**src/hw/rtl/actsel_pkg.sv**
```systemverilog
`default_nettype none
package actsel_pkg;

    localparam int ID_W   = 8;
    localparam int TIME_W = 16;

    // One stored activity
    typedef struct packed {
        logic [ID_W-1:0]   act_id;
        logic [TIME_W-1:0] t_start;
        logic [TIME_W-1:0] t_end;
    } act_t;

    // Sequencer states
    typedef enum logic [1:0] {
        S_IDLE,
        S_SCAN,
        S_PICK,
        S_FLUSH
    } state_t;

endpackage
`default_nettype wire

```
**src/hw/rtl/actsel_store.sv**
```systemverilog
`default_nettype none
module actsel_store #(
    parameter int DEPTH = 16,
    parameter int AW    = 4
) (
    input  wire logic              clk,
    input  wire logic              wr_en,
    input  wire logic [AW-1:0]     wr_addr,
    input  wire actsel_pkg::act_t  wr_data,
    input  wire logic              rd_en,
    input  wire logic [AW-1:0]     rd_addr,
    output actsel_pkg::act_t       rd_data
);
    import actsel_pkg::*;

    act_t mem [DEPTH];
    act_t rd_data_reg;

    // Write port
    always_ff @(posedge clk)
    begin
        if (wr_en)
        begin
            mem[wr_addr] <= wr_data;
        end
    end

    // Registered read port
    always_ff @(posedge clk)
    begin
        if (rd_en)
        begin
            rd_data_reg <= mem[rd_addr];
        end
    end

    assign rd_data = rd_data_reg;

endmodule
`default_nettype wire

```
**src/hw/rtl/activity_selection.sv**
```systemverilog
// A non-final item is written to the store while it has room; busy stays low.
// After the final item of a set of n stored activities, selection runs n rounds, each a
// full pass over the stored activities (one read per cycle) followed by a pick state,
// then a flush state emits the last result; busy stays high until the flush is done.
// Results pulse out_valid for one cycle each; the receiver cannot stall.
// Reset clears the count and the sequencer; memory contents are not cleared.
`default_nettype none
module activity_selection #(
    parameter int MAX_ACTIVITIES = 16
) (
    input  wire logic                          clk,
    input  wire logic                          rst_n,
    input  wire logic                          start,
    output logic                               busy,
    input  wire logic [actsel_pkg::ID_W-1:0]   act_id,
    input  wire logic [actsel_pkg::TIME_W-1:0] start_time,
    input  wire logic [actsel_pkg::TIME_W-1:0] end_time,
    input  wire logic                          last_item,
    output logic                               out_valid,
    output logic [actsel_pkg::ID_W-1:0]        out_id,
    output logic [actsel_pkg::TIME_W-1:0]      out_start,
    output logic [actsel_pkg::TIME_W-1:0]      out_end,
    output logic                               out_last
);
    import actsel_pkg::*;

    localparam int IW = (MAX_ACTIVITIES > 1) ? $clog2(MAX_ACTIVITIES) : 1;
    localparam int CW = $clog2(MAX_ACTIVITIES + 1);
    localparam int KW = TIME_W + IW;

    state_t state_reg, state_next;

    logic [CW-1:0]     count_reg;
    logic [CW-1:0]     n_reg;
    logic [CW-1:0]     addr_reg;
    logic [CW-1:0]     round_reg;
    logic              rd_en_reg;
    logic              rd_last_reg;
    logic [IW-1:0]     rd_idx_reg;
    logic              have_prev_reg;
    logic [KW-1:0]     prev_key_reg;
    logic              best_found_reg;
    logic [KW-1:0]     best_key_reg;
    act_t              best_reg;
    act_t              pend_reg;
    logic [TIME_W-1:0] last_end_reg;
    logic              out_valid_reg;
    logic              out_last_reg;
    act_t              out_reg;

    act_t          wr_data;
    act_t          rd_data;
    logic [KW-1:0] cand_key;
    logic          accept;
    logic          wr_en;
    logic          issue;
    logic          qual;
    logic          better;
    logic          take;
    logic          pick_done;
    logic          emit_mid;
    logic          emit_final;

    assign wr_data = '{act_id: act_id, t_start: start_time, t_end: end_time};

    actsel_store #(
        .DEPTH (MAX_ACTIVITIES),
        .AW    (IW)
    ) u_store (
        .clk     (clk),
        .wr_en   (wr_en),
        .wr_addr (count_reg[IW-1:0]),
        .wr_data (wr_data),
        .rd_en   (issue),
        .rd_addr (addr_reg[IW-1:0]),
        .rd_data (rd_data)
    );

    // Stable order by end time: key is end time, then arrival index
    assign cand_key  = {rd_data.t_end, rd_idx_reg};
    assign qual      = !have_prev_reg || (cand_key > prev_key_reg);
    assign better    = !best_found_reg || (cand_key < best_key_reg);
    assign pick_done = (round_reg == CW'(n_reg - CW'(1)));

    // Next state
    always_comb
    begin
        state_next = state_reg;
        case (state_reg)
            S_IDLE:
            begin
                if (start && last_item)
                begin
                    state_next = S_SCAN;
                end
            end
            S_SCAN:
            begin
                if (rd_en_reg && rd_last_reg)
                begin
                    state_next = S_PICK;
                end
            end
            S_PICK:
            begin
                state_next = pick_done ? S_FLUSH : S_SCAN;
            end
            S_FLUSH:
            begin
                state_next = S_IDLE;
            end
            default:
            begin
                state_next = S_IDLE;
            end
        endcase
    end

    // Control outputs
    always_comb
    begin
        accept     = 1'b0;
        issue      = 1'b0;
        take       = 1'b0;
        emit_final = 1'b0;
        case (state_reg)
            S_IDLE:
            begin
                accept = start;
            end
            S_SCAN:
            begin
                issue = (addr_reg < n_reg);
            end
            S_PICK:
            begin
                take = !have_prev_reg || (best_reg.t_start > last_end_reg);
            end
            S_FLUSH:
            begin
                emit_final = 1'b1;
            end
            default:
            begin
                accept = 1'b0;
            end
        endcase
    end

    assign wr_en    = accept && (count_reg < CW'(MAX_ACTIVITIES));
    assign emit_mid = take && have_prev_reg;
    assign busy     = (state_reg != S_IDLE);

    // Control registers
    always_ff @(posedge clk or negedge rst_n)
    begin
        if (!rst_n)
        begin
            state_reg      <= S_IDLE;
            count_reg      <= '0;
            n_reg          <= '0;
            addr_reg       <= '0;
            round_reg      <= '0;
            rd_en_reg      <= 1'b0;
            rd_last_reg    <= 1'b0;
            have_prev_reg  <= 1'b0;
            best_found_reg <= 1'b0;
            last_end_reg   <= '0;
            out_valid_reg  <= 1'b0;
            out_last_reg   <= 1'b0;
        end
        else
        begin
            state_reg     <= state_next;
            rd_en_reg     <= issue;
            rd_last_reg   <= (addr_reg == CW'(n_reg - CW'(1)));
            out_valid_reg <= emit_mid || emit_final;
            out_last_reg  <= emit_final;

            // Store one activity; the final one closes the set
            if (accept)
            begin
                if (last_item)
                begin
                    n_reg          <= wr_en ? CW'(count_reg + CW'(1)) : count_reg;
                    count_reg      <= '0;
                    addr_reg       <= '0;
                    round_reg      <= '0;
                    have_prev_reg  <= 1'b0;
                    best_found_reg <= 1'b0;
                end
                else if (wr_en)
                begin
                    count_reg <= CW'(count_reg + CW'(1));
                end
            end

            if (issue)
            begin
                addr_reg <= CW'(addr_reg + CW'(1));
            end

            if (rd_en_reg && qual && better)
            begin
                best_found_reg <= 1'b1;
            end

            // End of a pass: the minimum becomes the new lower bound
            if (state_reg == S_PICK)
            begin
                have_prev_reg  <= 1'b1;
                best_found_reg <= 1'b0;
                addr_reg       <= '0;
                round_reg      <= CW'(round_reg + CW'(1));
                if (take)
                begin
                    last_end_reg <= best_reg.t_end;
                end
            end
        end
    end

    // Payload registers
    always_ff @(posedge clk)
    begin
        if (rd_en_reg && qual && better)
        begin
            best_key_reg <= cand_key;
            best_reg     <= rd_data;
        end
        if (issue)
        begin
            rd_idx_reg <= addr_reg[IW-1:0];
        end
        if (state_reg == S_PICK)
        begin
            prev_key_reg <= best_key_reg;
            if (take)
            begin
                pend_reg <= best_reg;
            end
        end
        if (emit_mid || emit_final)
        begin
            out_reg <= pend_reg;
        end
    end

    assign out_valid = out_valid_reg;
    assign out_last  = out_last_reg;
    assign out_id    = out_reg.act_id;
    assign out_start = out_reg.t_start;
    assign out_end   = out_reg.t_end;

endmodule
`default_nettype wire

```
**config.mk**
```make
export PLATFORM = sky130hd
export DESIGN_NAME = activity_selection
export DESIGN_NICKNAME = d
export VERILOG_FILES = /design/src/hw/rtl/actsel_pkg.sv /design/src/hw/rtl/actsel_store.sv /design/src/hw/rtl/activity_selection.sv
export SDC_FILE = /design/constraint.sdc
export NUM_CORES = 1
export LEC_CHECK = 0
export BUFFER_PORTS_ARGS = -buffer_cell sky130_fd_sc_hd__buf_2
export CAP_MARGIN = 10
export CORE_ASPECT_RATIO = 0.7
export CORE_MARGIN = 2
export CORE_UTILIZATION = 30
export CTS_BUF_LIST = sky130_fd_sc_hd__clkbuf_4
export DETAILED_ROUTE_END_ITERATION = 16
export PLACE_DENSITY = 0.51
export SETUP_SLACK_MARGIN = 0.15
export SYNTH_ARGS = -nofsm -noshare
export SYNTH_HDL_FRONTEND = slang
export SYNTH_SLANG_ARGS = --single-unit
```
**constraint.sdc**
```tcl
create_clock -name clk -period 7.45 [get_ports clk]
set_input_delay 0.3725 -clock clk [delete_from_list [all_inputs] [get_ports clk]]
set_output_delay 0.3725 -clock clk [all_outputs]
set_load 0.005 [all_outputs]
```
After elaboration in Yosys (flattened, before gate mapping)
Memories as Yosys holds them, arrays and structs flattened. A register that Yosys moved wholly into a read port is not among the register bits.
Index checks and enable logic that the tools add are counted.
- register bits: 208
- bits in writable memories: 640
- bits of input ports: 44
- output and inout bits: 43
- word-level logic and storage cells: 89
- memories: 1
- memories (memory ; words ; width ; rd ports ; clocked after memory_dff ; wr ports ; RTL line ; source):
    u_store.mem ; 16 ; 40 ; 1 ; 1 ; 1 ; actsel_store.sv:16 ; act_t mem [DEPTH];
- add/sub/neg operators: 4
- $lt $le $gt $ge: 5
- equal/unequal tests: 7
- mux-type cells: 22
- reduce and logical (&&, ||, !) cells: 26
- operators by type and width (kind ; count):
    $mux 5 ; 7
    $gt 20x20->1 ; 1
    $lt 20x20->1 ; 1
    $gt 16x16->1 ; 1
    $add 5x1->5 const B ; 3
    $reduce_and 2->1 ; 6
    $reduce_bool 3->1 ; 4
    $mux 1 ; 11
    $eq 5x5->1 ; 2
    $pmux 2 s4 ; 1
    $logic_and 1x1->1 ; 6
    $mux 2 ; 3
    $reduce_bool 2->1 ; 3
    $lt 5x5->1 ; 1
    $lt 5x5->1 const B ; 1
    $sub 5x1->5 const B ; 1
    $eq 2x2->1 const B ; 2
    $logic_or 1x1->1 ; 4
    $ne 2x2->1 const B ; 2
    $eq 2x1->1 const B ; 1
    $logic_not 1->1 ; 2
    $logic_not 2->1 ; 1

Logic depth before layout (Yosys ltp)
Gate-level depths: netlist (run 1).
- word-level depth: 6
- depth in mapped cells: 12
- gate-level depth less buffers: 9

By module
A second synthesis (run 1) with hierarchy kept.
- cells, all modules: 1674
- area total of the unflattened synthesis: 34010.1 um2
- modules (own cells, without submodules) (module ; instances ; cells each ; area an instance (um2) ; seq. area each (um2)):
    actsel_store ; 1 ; 1040 ; 25532.0 ; 20419.6
    activity_selection ; 1 ; 634 ; 8478.1 ; 5545.3

Least setup slack after synthesis (run 1)
No wires, ideal clock.
- kind: register to register
- from: register state_reg[1]
- to: memory u_store.mem[3][0] in the netlist's numbering (enable)
- setup time: 0.537 ns
- data arrival time: 4.867 ns
- path slack: 2.046 ns
- cell stages (with the launch flop): 5
- path buffers: 0
- period minus slack after synthesis: 5.404 ns
- cells stage by stage: dfrtp_1 > or2_1 > nor2_2 > nand2_1 > nor4_1
- longest elaborated chain between the ends: 5
- ends and longest elaborated chain (element ; RTL line ; source):
    start, declared ; activity_selection.sv:31 ; state_t state_reg, state_next;
    start signal, assigned ; activity_selection.sv:174 ; state_reg <= state_next;
    $logic_not 2->1 ; activity_selection.sv:126 ; case (state_reg)
    $mux 1 ; activity_selection.sv:126 ;
    $logic_and 1x1->1 ; activity_selection.sv:150 ; assign wr_en = accept && (count_reg < CW'(MAX_ACTIVITIES));
    $mux 1 ; actsel_store.sv:22 ; if (wr_en)
    $mux 1 (not written as such) ; actsel_store.sv:24 ; mem[wr_addr] <= wr_data;
    end, declared ; actsel_store.sv:16 ;
No other way between the ends.

Worst setup path in the final report (run 1)
- from: register last_end_reg[7]
- to: register pend_reg[4] in the netlist's numbering (enable)
- longest elaborated chain between the ends: 4
- ends and longest elaborated chain (element ; RTL line ; source):
    start, declared ; activity_selection.sv:46 ; logic [TIME_W-1:0] last_end_reg;
    start signal, assigned ; activity_selection.sv:217 ; last_end_reg <= best_reg.t_end;
    $gt 16x16->1 ; activity_selection.sv:137 ; take = !have_prev_reg || (best_reg.t_start > last_end_reg);
    $logic_or 1x1->1 ; activity_selection.sv:137 ;
    $mux 1 ; activity_selection.sv:126 ;
    $reduce_and 2->1 (no source line) ; -- ;
    end signal, assigned ; activity_selection.sv:240 ; pend_reg <= best_reg;
    end, declared ; activity_selection.sv:45 ; act_t pend_reg;
No other way between the ends.
A chain may end at the register's enable or synchronous reset.

==> results of run 1 <==
-- Yosys cell counts, types with 17 or more instances --
| cell | instances |
|---|---|
| nor3_1 | 20 |
| edfxtp_1 | 828 |
| dfrtp_1 | 44 |
| nand4_1 | 26 |
| mux4_2 | 200 |
| ha_1 | 67 |
| nand2_1 | 32 |
| clkbuf_1 | 31 |
| nor2_1 | 25 |
| buf_2 | 17 |
| a21oi_1 | 24 |
| nand3_1 | 31 |
| inv_1 | 67 |
| and2_1 | 18 |
-- logic make-up (layout without fill, tap and decap cells) --
kind of cell,after synthesis,count (layout),share of synthesized area
XOR/XNOR,17,17,0.004400
other,0,4,0
AO/OA/AOI/OAI,111,111,0.02363
AND/OR/NAND/NOR,180,180,0.02785
buffers and inverters,138,592,0.01793
flip-flops,872,872,0.7674
multiplexers,203,203,0.1340
adder cells (fa/ha/maj),67,67,0.02478
-- routing by layer --
metal / up-vias / wire [microns] / track usage
met5: - / 13 / 0
met4: 2 / 1500 / 0.04944
met3: 101 / 5116 / 0.03511
met2: 560 / 38690 / 0.2183
met1: 8936 / 38900 / 0.2105
li1: 7322 / - / -
-- area by class of cell --
cell class                      instances  area [sq um]  area share
Antenna cell                            4         10.01   0.0002556
Clock inverter                         69         361.6    0.009235
Inverter                               69         260.3    0.006647
Tap cell                             1522          1904     0.04864
Multi-Input combinational cell        578          7310      0.1867
Timing Repair Buffer                  160          1124     0.02870
Sequential cell                       872         25980      0.6635
Clock buffer                          294          2207     0.05637
-- through the flow --
stage,cell area (sq um),std cells
after floorplan,33840,1588
after global placement,36120,3156
after detailed placement,36120,3156
after CTS,39140,3564
after global routing,39150,3567
final,39150,3568
-- where the power goes --
group	switching [mW]	total [mW]	internal, mW
Sequential	0.529	6.65	6.12
Combinational	1.91	3.50	1.59
Clock	1.86	3.78	1.91
-- final timing paths --
path | start | endpoint | slack, ns
worst max-delay path | last_end_reg[7] | pend_reg[4] | 3.95
worst min-delay path | start_time[5] | u_store.mem[3][21] | 0.20
worst max register to register | last_end_reg[7] | pend_reg[4] | 3.95
worst min register to register | u_store.rd_data[38] | best_reg[38] | 0.42
max in group asynchronous | rst_n | addr_reg[2] | 6.39
min in group asynchronous | rst_n | out_valid | 0.52
-- placed cells by master (no fill, tap or decap), drive strengths merged, types with 3 or more instances in the layout --
| cell | instances |
|---|---|
| a21oi | 25 |
| o21a | 3 |
| diode | 4 |
| dlygate4sd3 | 45 |
| ha | 67 |
| buf | 115 |
| nand2 | 32 |
| a221oi | 3 |
| bufinv | 3 |
| o211ai | 3 |
| a311oi | 16 |
| dfrtp | 44 |
| inv | 71 |
| o2111ai | 16 |
| nand4 | 26 |
| a21o | 10 |
| nor4 | 3 |
| o21ai | 21 |
| edfxtp | 828 |
| mux4 | 200 |
| nor2b | 6 |
| and2 | 18 |
| clkbuf | 294 |
| nor2 | 26 |
| nor3 | 21 |
| xor2 | 10 |
| xnor2 | 7 |
| o31ai | 3 |
| a221o | 3 |
| clkinv | 63 |
| nand2b | 5 |
| nand3 | 32 |
==> impl_metrics.py, run 1 <==
metrics = {
    "timing": {
        "max_freq_ghz": 0.2856,
        "setup_ws_ns": 3.949,
        "final_hold_viol_count": 0,
        "timing.hold.ws_ns": 0.2024,
        "tns_ns": 0,
        "post-route-period-util": 0.4699,
        "slew_viol_final": 0,
        "finalSetupViolCount": 0,
        "slew_headroom": 0.2081,
        "rsz0062_at_grt": "no",
        "tightest_slew_ns": 1.188,
        "period_minus_slack_ns": 3.501,
        "finClkSkew_ns": 0.05193,
    },
    "cells_and_area": {
        "nFillCells": 10560,
        "largest_reg_flops": 640,
        "drive_above_1_share": 0.3213,
        "final_util": 0.3488,
        "final_nets": 1995,
        "areaGrowthSynthToFinish_pct": 15.72,
    },
    "routing": {
        "routedWlPerCell_microns": 23.60,
        "totalWireLength_microns": 84220,
        "vias": 16920,
        "drt_pass1_iterations": 5,
        "antenna_left": 0,
        "routed_via_density": 4.742,
        "dr.first_iter.drc_count": 1596,
        "route.detailed.drc": 0,
    },
    "status": {
        "status": "finished, final reports clean",
    },
    "yosys": {
        "async_flop_share": 0.05046,
        "ys_seq_area_frac": 0.7674,
        "yosys_most_used_dff": "edfxtp_1",
        "synthTopCellsByArea": "edfxtp_1 73%, mux4_2 13%, dfrtp_1 3.3%, ha_1 2.5%, inv_1 0.74%",
        "ys_seq_elements": 872,
        "synth_largest_area_cell": "edfxtp_1",
        "synth_top_area_frac": 0.7348,
        "synth-edff-count": 828,
        "yosysUniqueCellTypes": 54,
        "syn_nets": 1699,
        "synth_cells": 1588,
        "syn_avg_cell_area_sq_um": 21.31,
        "syn-cell-area_sq_um": 33840,
        "yosysWarnings": 0,
    },
    "setup_path": {
        "max_stage_delay_ns": 0.67,
        "critical_path.top_delay_family": "compound AO/OA/AOI/OAI gates",
        "critPathSlowestCell": "a21oi_4",
        "worst_ep_arrival_time_ns": 4.22,
        "crit_type": "flip-flop to flip-flop",
        "cp.required_ns": 8.17,
        "crit_chain": "inv_1 -> ha_1 -> nand4_1 -> a21o_1 -> a21oi_2 -> o21ai_1 -> a21oi_4 -> buf_4",
        "start_kind": "flip-flop",
        "cp_num_buf_inv": 2,
        "cp_max_fo": 22,
        "reg2reg_depth": 8,
        "endpoint_kind": "flip-flop",
        "crit_cells": 8,
    },
    "floorplanning": {
        "die_x_microns": 405.4,
        "die_h_microns": 285.0,
        "start_util": 0.3014,
        "io_pins": 87,
        "core.rowCount": 103,
        "coreArea_sq_um": 112200,
        "die-area_sq_um": 115500,
    },
    "cts": {
        "cts.repair.resized": 0,
        "numClockSinks": 872,
        "cts_tree": "done",
        "clock-root-buffer": "clkbuf_4",
        "postCtsHoldBufs": 45,
        "clock_latency_ns": 1.10,
        "htree_levels": 4,
        "post_cts_buffers": 0,
        "cts.path.max_buffers": 3,
        "cts_made_buffers": 203,
        "cts.reportedPaths.clkPinSlew_ns": 0.07,
    },
    "global_routing": {
        "grt_max_degree": 127,
        "grt_pass1_wl_microns": 121000,
        "gr-total-overflow": 0,
        "grt_pass1_vias": 17360,
        "track_usage": 0.1466,
        "antenna_found_initial": 6,
    },
    "job": {
        "max_cap_violations": 0,
    },
    "placement": {
        "io_buffer_count": 86,
        "hpwlAfterDp_microns": 44910,
        "routabilityCongestion": 0.8225,
        "dp_slack_ns": 4.021,
    },
    "min_path": {
        "whs_path_depth": 2,
        "hp-class": "input port to flip-flop",
    },
    "pwr": {
        "peakVddDrop_uv": 314.8,
        "leakage_nw": 12.97,
        "finalPower_mw": 13.93,
        "power_density_nw_per_um2": 355.7,
    },
}
No activity file was read; power rests on OpenSTA's default activity.
==> inputs of run 2 (changes only) <==
- clock period: 7.45 -> 3.4 ns (I/O delays scaled with it)
==> impl_metrics.py, run 2 (synthesis gave the netlist of run 1 again) <==
metrics = {
    "routing": {
        "drt_pass1_iterations": 5,
        "vias": 17480,
        "dr.first_iter.drc_count": 1530,
        "routed_via_density": 4.768,
        "totalWireLength_microns": 86930,
        "antenna_left": 0,
        "routedWlPerCell_microns": 23.71,
        "route.detailed.drc": 0,
    },
    "timing": {
        "tightest_slew_ns": 1.096,
        "post-route-period-util": 0.8836,
        "max_freq_ghz": 0.3328,
        "slew_headroom": 0.2674,
        "rsz0062_at_grt": "no",
        "slew_viol_final": 0,
        "timing.hold.ws_ns": 0.2123,
        "tns_ns": 0,
        "finClkSkew_ns": 0.07581,
        "finalSetupViolCount": 0,
        "setup_ws_ns": 0.3956,
        "period_minus_slack_ns": 3.004,
        "final_hold_viol_count": 0,
    },
    "job": {
        "max_cap_violations": 0,
    },
    "global_routing": {
        "grt_pass1_vias": 18230,
        "gr-total-overflow": 0,
        "grt_max_degree": 93,
        "grt_pass1_wl_microns": 125600,
        "antenna_found_initial": 11,
        "track_usage": 0.1518,
    },
    "floorplanning": {
        "coreArea_sq_um": 112200,
        "die_x_microns": 405.4,
        "die_h_microns": 285.0,
        "die-area_sq_um": 115500,
        "core.rowCount": 103,
        "io_pins": 87,
        "start_util": 0.3014,
    },
    "cts": {
        "clock-root-buffer": "clkbuf_4",
        "postCtsHoldBufs": 89,
        "htree_levels": 4,
        "cts.repair.resized": 0,
        "clock_latency_ns": 1.12,
        "numClockSinks": 872,
        "cts_made_buffers": 205,
        "cts.reportedPaths.clkPinSlew_ns": 0.08,
        "post_cts_buffers": 0,
        "cts.path.max_buffers": 3,
        "cts_tree": "done",
    },
    "setup_path": {
        "worst_ep_arrival_time_ns": 3.81,
        "endpoint_kind": "flip-flop",
        "cp.required_ns": 4.20,
        "crit_type": "flip-flop to flip-flop",
        "cp-startpoint": "last_end_reg[15]",
        "cp_max_fo": 24,
        "start_kind": "flip-flop",
        "rr_startpoint": "last_end_reg[15]",
    },
    "placement": {
        "dp_slack_ns": 0.4206,
        "placed_cells": 3200,
        "routabilityCongestion": 0.8698,
        "hpwlAfterDp_microns": 49920,
        "io_buffer_count": 86,
    },
    "cells_and_area": {
        "nFillCells": 10540,
        "final_common_cell": "edfxtp_1",
        "layout_common_cells": "828 x edfxtp_1, 303 x clkbuf_4, 200 x mux4_2, 88 x dlygate4sd3_1, 86 x buf_2",
        "drive_above_1_share": 0.3354,
        "layout.cells.non_filler": 3666,
        "final_nets": 2086,
        "areaGrowthSynthToFinish_pct": 18.63,
        "largest_reg_flops": 640,
        "seqCellArea_sq_um": 25980,
        "multiInputGateArea_sq_um": 7318,
    },
    "pwr": {
        "leakage_nw": 13.46,
        "finalPower_mw": 31.28,
        "power_density_nw_per_um2": 779.4,
        "peakVddDrop_uv": 453.8,
    },
    "status": {
        "status": "finished, final reports clean",
    },
    "min_path": {
        "hp-class": "input port to asynchronous set/reset pin",
    },
}
run 2: metrics by stage:
stage	utilization	area [sq um]
2_1_floorplan	-	33860
3_3_place_gp	0.3258	36580
3_5_place_dp	0.3258	36580
4_1_cts	0.3572	40100
5_1_grt	0.3576	40140
6_report	0.3576	40140
run 2: metal layers:
layer	global-route usage	wire length, microns	up-vias
li1	-	-	7524
met1	0.2261	41250	9167
met2	0.2158	38060	657
met3	0.03825	6200	128
met4	0.05037	1413	2
met5	0	11	-
run 2: report_power, final:
group | total, mW | switching (mW) | internal [mW]
sequential | 14.2 | 0.798 | 13.4
combinational | 8.62 | 4.75 | 3.87
clock | 8.47 | 4.22 | 4.25
total | 31.3 | 9.77 | 21.5
run 2: path summary, 6_finish.rpt:
check                                   to  slack [ns]  cells after the start
setup / recovery               pend_reg[0]        0.40                      8
hold / removal                state_reg[0]        0.21                      4
setup reg to reg               pend_reg[0]        0.40                      8
hold reg to reg               best_reg[34]        0.40                      0
max in group asynchronous  last_end_reg[8]        2.87                      4
min in group clk              state_reg[0]        0.30                      5
run 2: area by class of cell:
cell class                 instances  area share
clock buffer                     303     0.05667
multi-input combinational        578      0.1823
tap                             1522     0.04744
inverter                          69    0.006453
clock inverter                    64    0.008603
antenna                            9   0.0005611
timing repair buffer             249     0.05075
sequential                       872      0.6472
run 2: critical path, cell delays in order, from the launching register on:
cell,delay (ns)
dfrtp_1,0.38
inv_1,0.07
ha_1,0.36
and4_4,0.29
nand3_2,0.13
a21oi_2,0.14
o21ai_1,0.11
a21oi_4,0.87
buf_4,0.32
==> inputs of run 3 (changes only) <==
- CORE_UTILIZATION: 30 -> 60
- PLACE_DENSITY: 0.51 -> 0.84
- RECOVER_POWER: default -> 100
==> impl_metrics.py, run 3 (synthesis gave the netlist of run 1 again) <==
metrics = {
    "status": {
        "status": "finished with violations",
        "violations": "capacitance limit, slew limit",
    },
    "floorplanning": {
        "die_x_microns": 287.8,
        "coreArea_sq_um": 55490,
        "core.rowCount": 72,
        "start_util": 0.6097,
        "die_h_microns": 202.7,
        "die-area_sq_um": 58340,
        "io_pins": 87,
    },
    "routing": {
        "totalWireLength_microns": 75950,
        "routedWlPerCell_microns": 27.19,
        "vias": 17630,
        "antenna_left": 0,
        "routed_via_density": 6.311,
        "dr.first_iter.drc_count": 2401,
        "drt_pass1_iterations": 6,
        "route.detailed.drc": 0,
    },
    "min_path": {
        "hp-class": "input port to flip-flop",
        "holdPathEnd": "count_reg[4]",
        "min_from": "last_item",
        "whs_path_depth": 3,
    },
    "setup_path": {
        "cp.required_ns": 3.88,
        "worst-r2r-setup-slack_ns": 0.29,
        "cp_max_fo": 40,
        "reg2reg_depth": 5,
        "crit_type": "flip-flop to flip-flop",
        "worst_ep_arrival_time_ns": 3.59,
        "start_kind": "flip-flop",
        "rr_startpoint": "state_reg[1]",
        "endpoint_kind": "flip-flop",
        "r2r-end": "u_store.mem[3][21]",
    },
    "cts": {
        "cts.reportedPaths.clkPinSlew_ns": 0.07,
        "cts_made_buffers": 192,
        "cts_tree": "done",
        "clock-root-buffer": "clkbuf_4",
        "numClockSinks": 872,
        "cts.repair.resized": 0,
        "htree_levels": 4,
        "clock_latency_ns": 0.95,
        "cts.path.max_buffers": 3,
    },
    "cells_and_area": {
        "final_util": 0.6903,
        "layout.cells.non_filler": 2793,
        "drive_above_1_share": 0.2987,
        "final_common_cell": "edfxtp_1",
        "final_nets": 2009,
        "layout_common_cells": "828 x edfxtp_1, 311 x clkbuf_4, 200 x mux4_2, 68 x inv_1",
        "largest_reg_flops": 640,
        "areaGrowthSynthToFinish_pct": 13.21,
        "fin_area_sq_um": 38310,
    },
    "placement": {
        "dp_slack_ns": 0.4770,
        "routabilityCongestion": 0.8882,
        "placed_cells": 2398,
        "io_buffer_count": 86,
        "hpwlAfterDp_microns": 43500,
        "dpl_cell_area_sq_um": 35580,
    },
    "pwr": {
        "peakVddDrop_uv": 759.9,
        "leakage_nw": 12.91,
        "power_density_nw_per_um2": 800.4,
        "finalPower_mw": 30.66,
    },
    "timing": {
        "tightest_slew_ns": 1.815,
        "max_freq_ghz": 0.3217,
        "finClkSkew_ns": 0.06299,
        "final_hold_viol_count": 0,
        "timing.hold.ws_ns": 0.1002,
        "slew_viol_final": 46,
        "tns_ns": 0,
        "post-route-period-util": 0.9142,
        "setup_ws_ns": 0.2919,
        "period_minus_slack_ns": 3.108,
        "finalSetupViolCount": 0,
        "slew_headroom": -0.2099,
        "rsz0062_at_grt": "no",
    },
    "global_routing": {
        "grt_pass1_wl_microns": 113100,
        "grt_max_degree": 91,
        "track_usage": 0.2697,
        "gr-total-overflow": 0,
        "antenna_found_initial": 6,
        "grt_pass1_vias": 18140,
    },
    "job": {
        "max_cap_violations": 1,
    },
}
## run 3: changes by cell type in the layout (fill, tap and decap cells not counted), moves of 8 or more
cell / change
clkinv_1: -13
clkbuf_1: +67
dlygate4sd3_1: -43
clkbuf_4: +8
buf_4: -48
diode_2: -8
buf_2: -60
clkbuf_2: +10
## run 3: worst max-delay path, cell delays in order, from the launching register on
cell	delay (ns)
dfrtp_1	0.38
or2_0	0.26
nor2_2	0.36
nand2_1	0.21
nor4_1	0.25
buf_2	1.16
## run 3: timing repair
item	in CTS	in global routing
hold endpoints to repair	705	0
hold buffers	46	0
buffers inserted	0	0
## run 3: how the worst max path moves through the flow
stage                     start            endpoint  slack [ns]
3_5_place_dp    last_end_reg[1]        pend_reg[38]        0.48
2_1_floorplan  best_key_reg[18]     best_key_reg[0]        0.29
3_3_place_gp   last_end_reg[15]        out_start[2]        0.58
4_1_cts         last_end_reg[1]        pend_reg[37]        0.43
6_report           state_reg[1]  u_store.mem[3][21]        0.29
5_1_grt        last_end_reg[15]        pend_reg[37]        0.14
## run 3: metal layers
metal | vias to the layer above | global-route usage | wire length, microns
met5 | - | 0 | 13
met4 | 2 | 0.07791 | 1489
met3 | 147 | 0.07966 | 8892
met2 | 1150 | 0.4261 | 37180
met1 | 9002 | 0.3718 | 28380
li1 | 7326 | - | -
## run 3: layout make-up
class	count	area (sq um)
flip-flops and latches	872	25980
fillers	3403	17190
multi-input cells	578	7293
clock buffers	303	2275
repair buffers	185	1339
well taps	740	925.9
inverters	69	259.0
clock inverters	45	235.2
diodes	1	2.502
## run 3: power by group
part	total, mW	switching [mW]	leakage (nW)	internal (mW)
sequential	14.4	0.955	8.03	13.4
clock	8.10	3.92	1.51	4.19
combinational	8.20	4.47	3.37	3.72
total	30.7	9.35	12.9	21.3
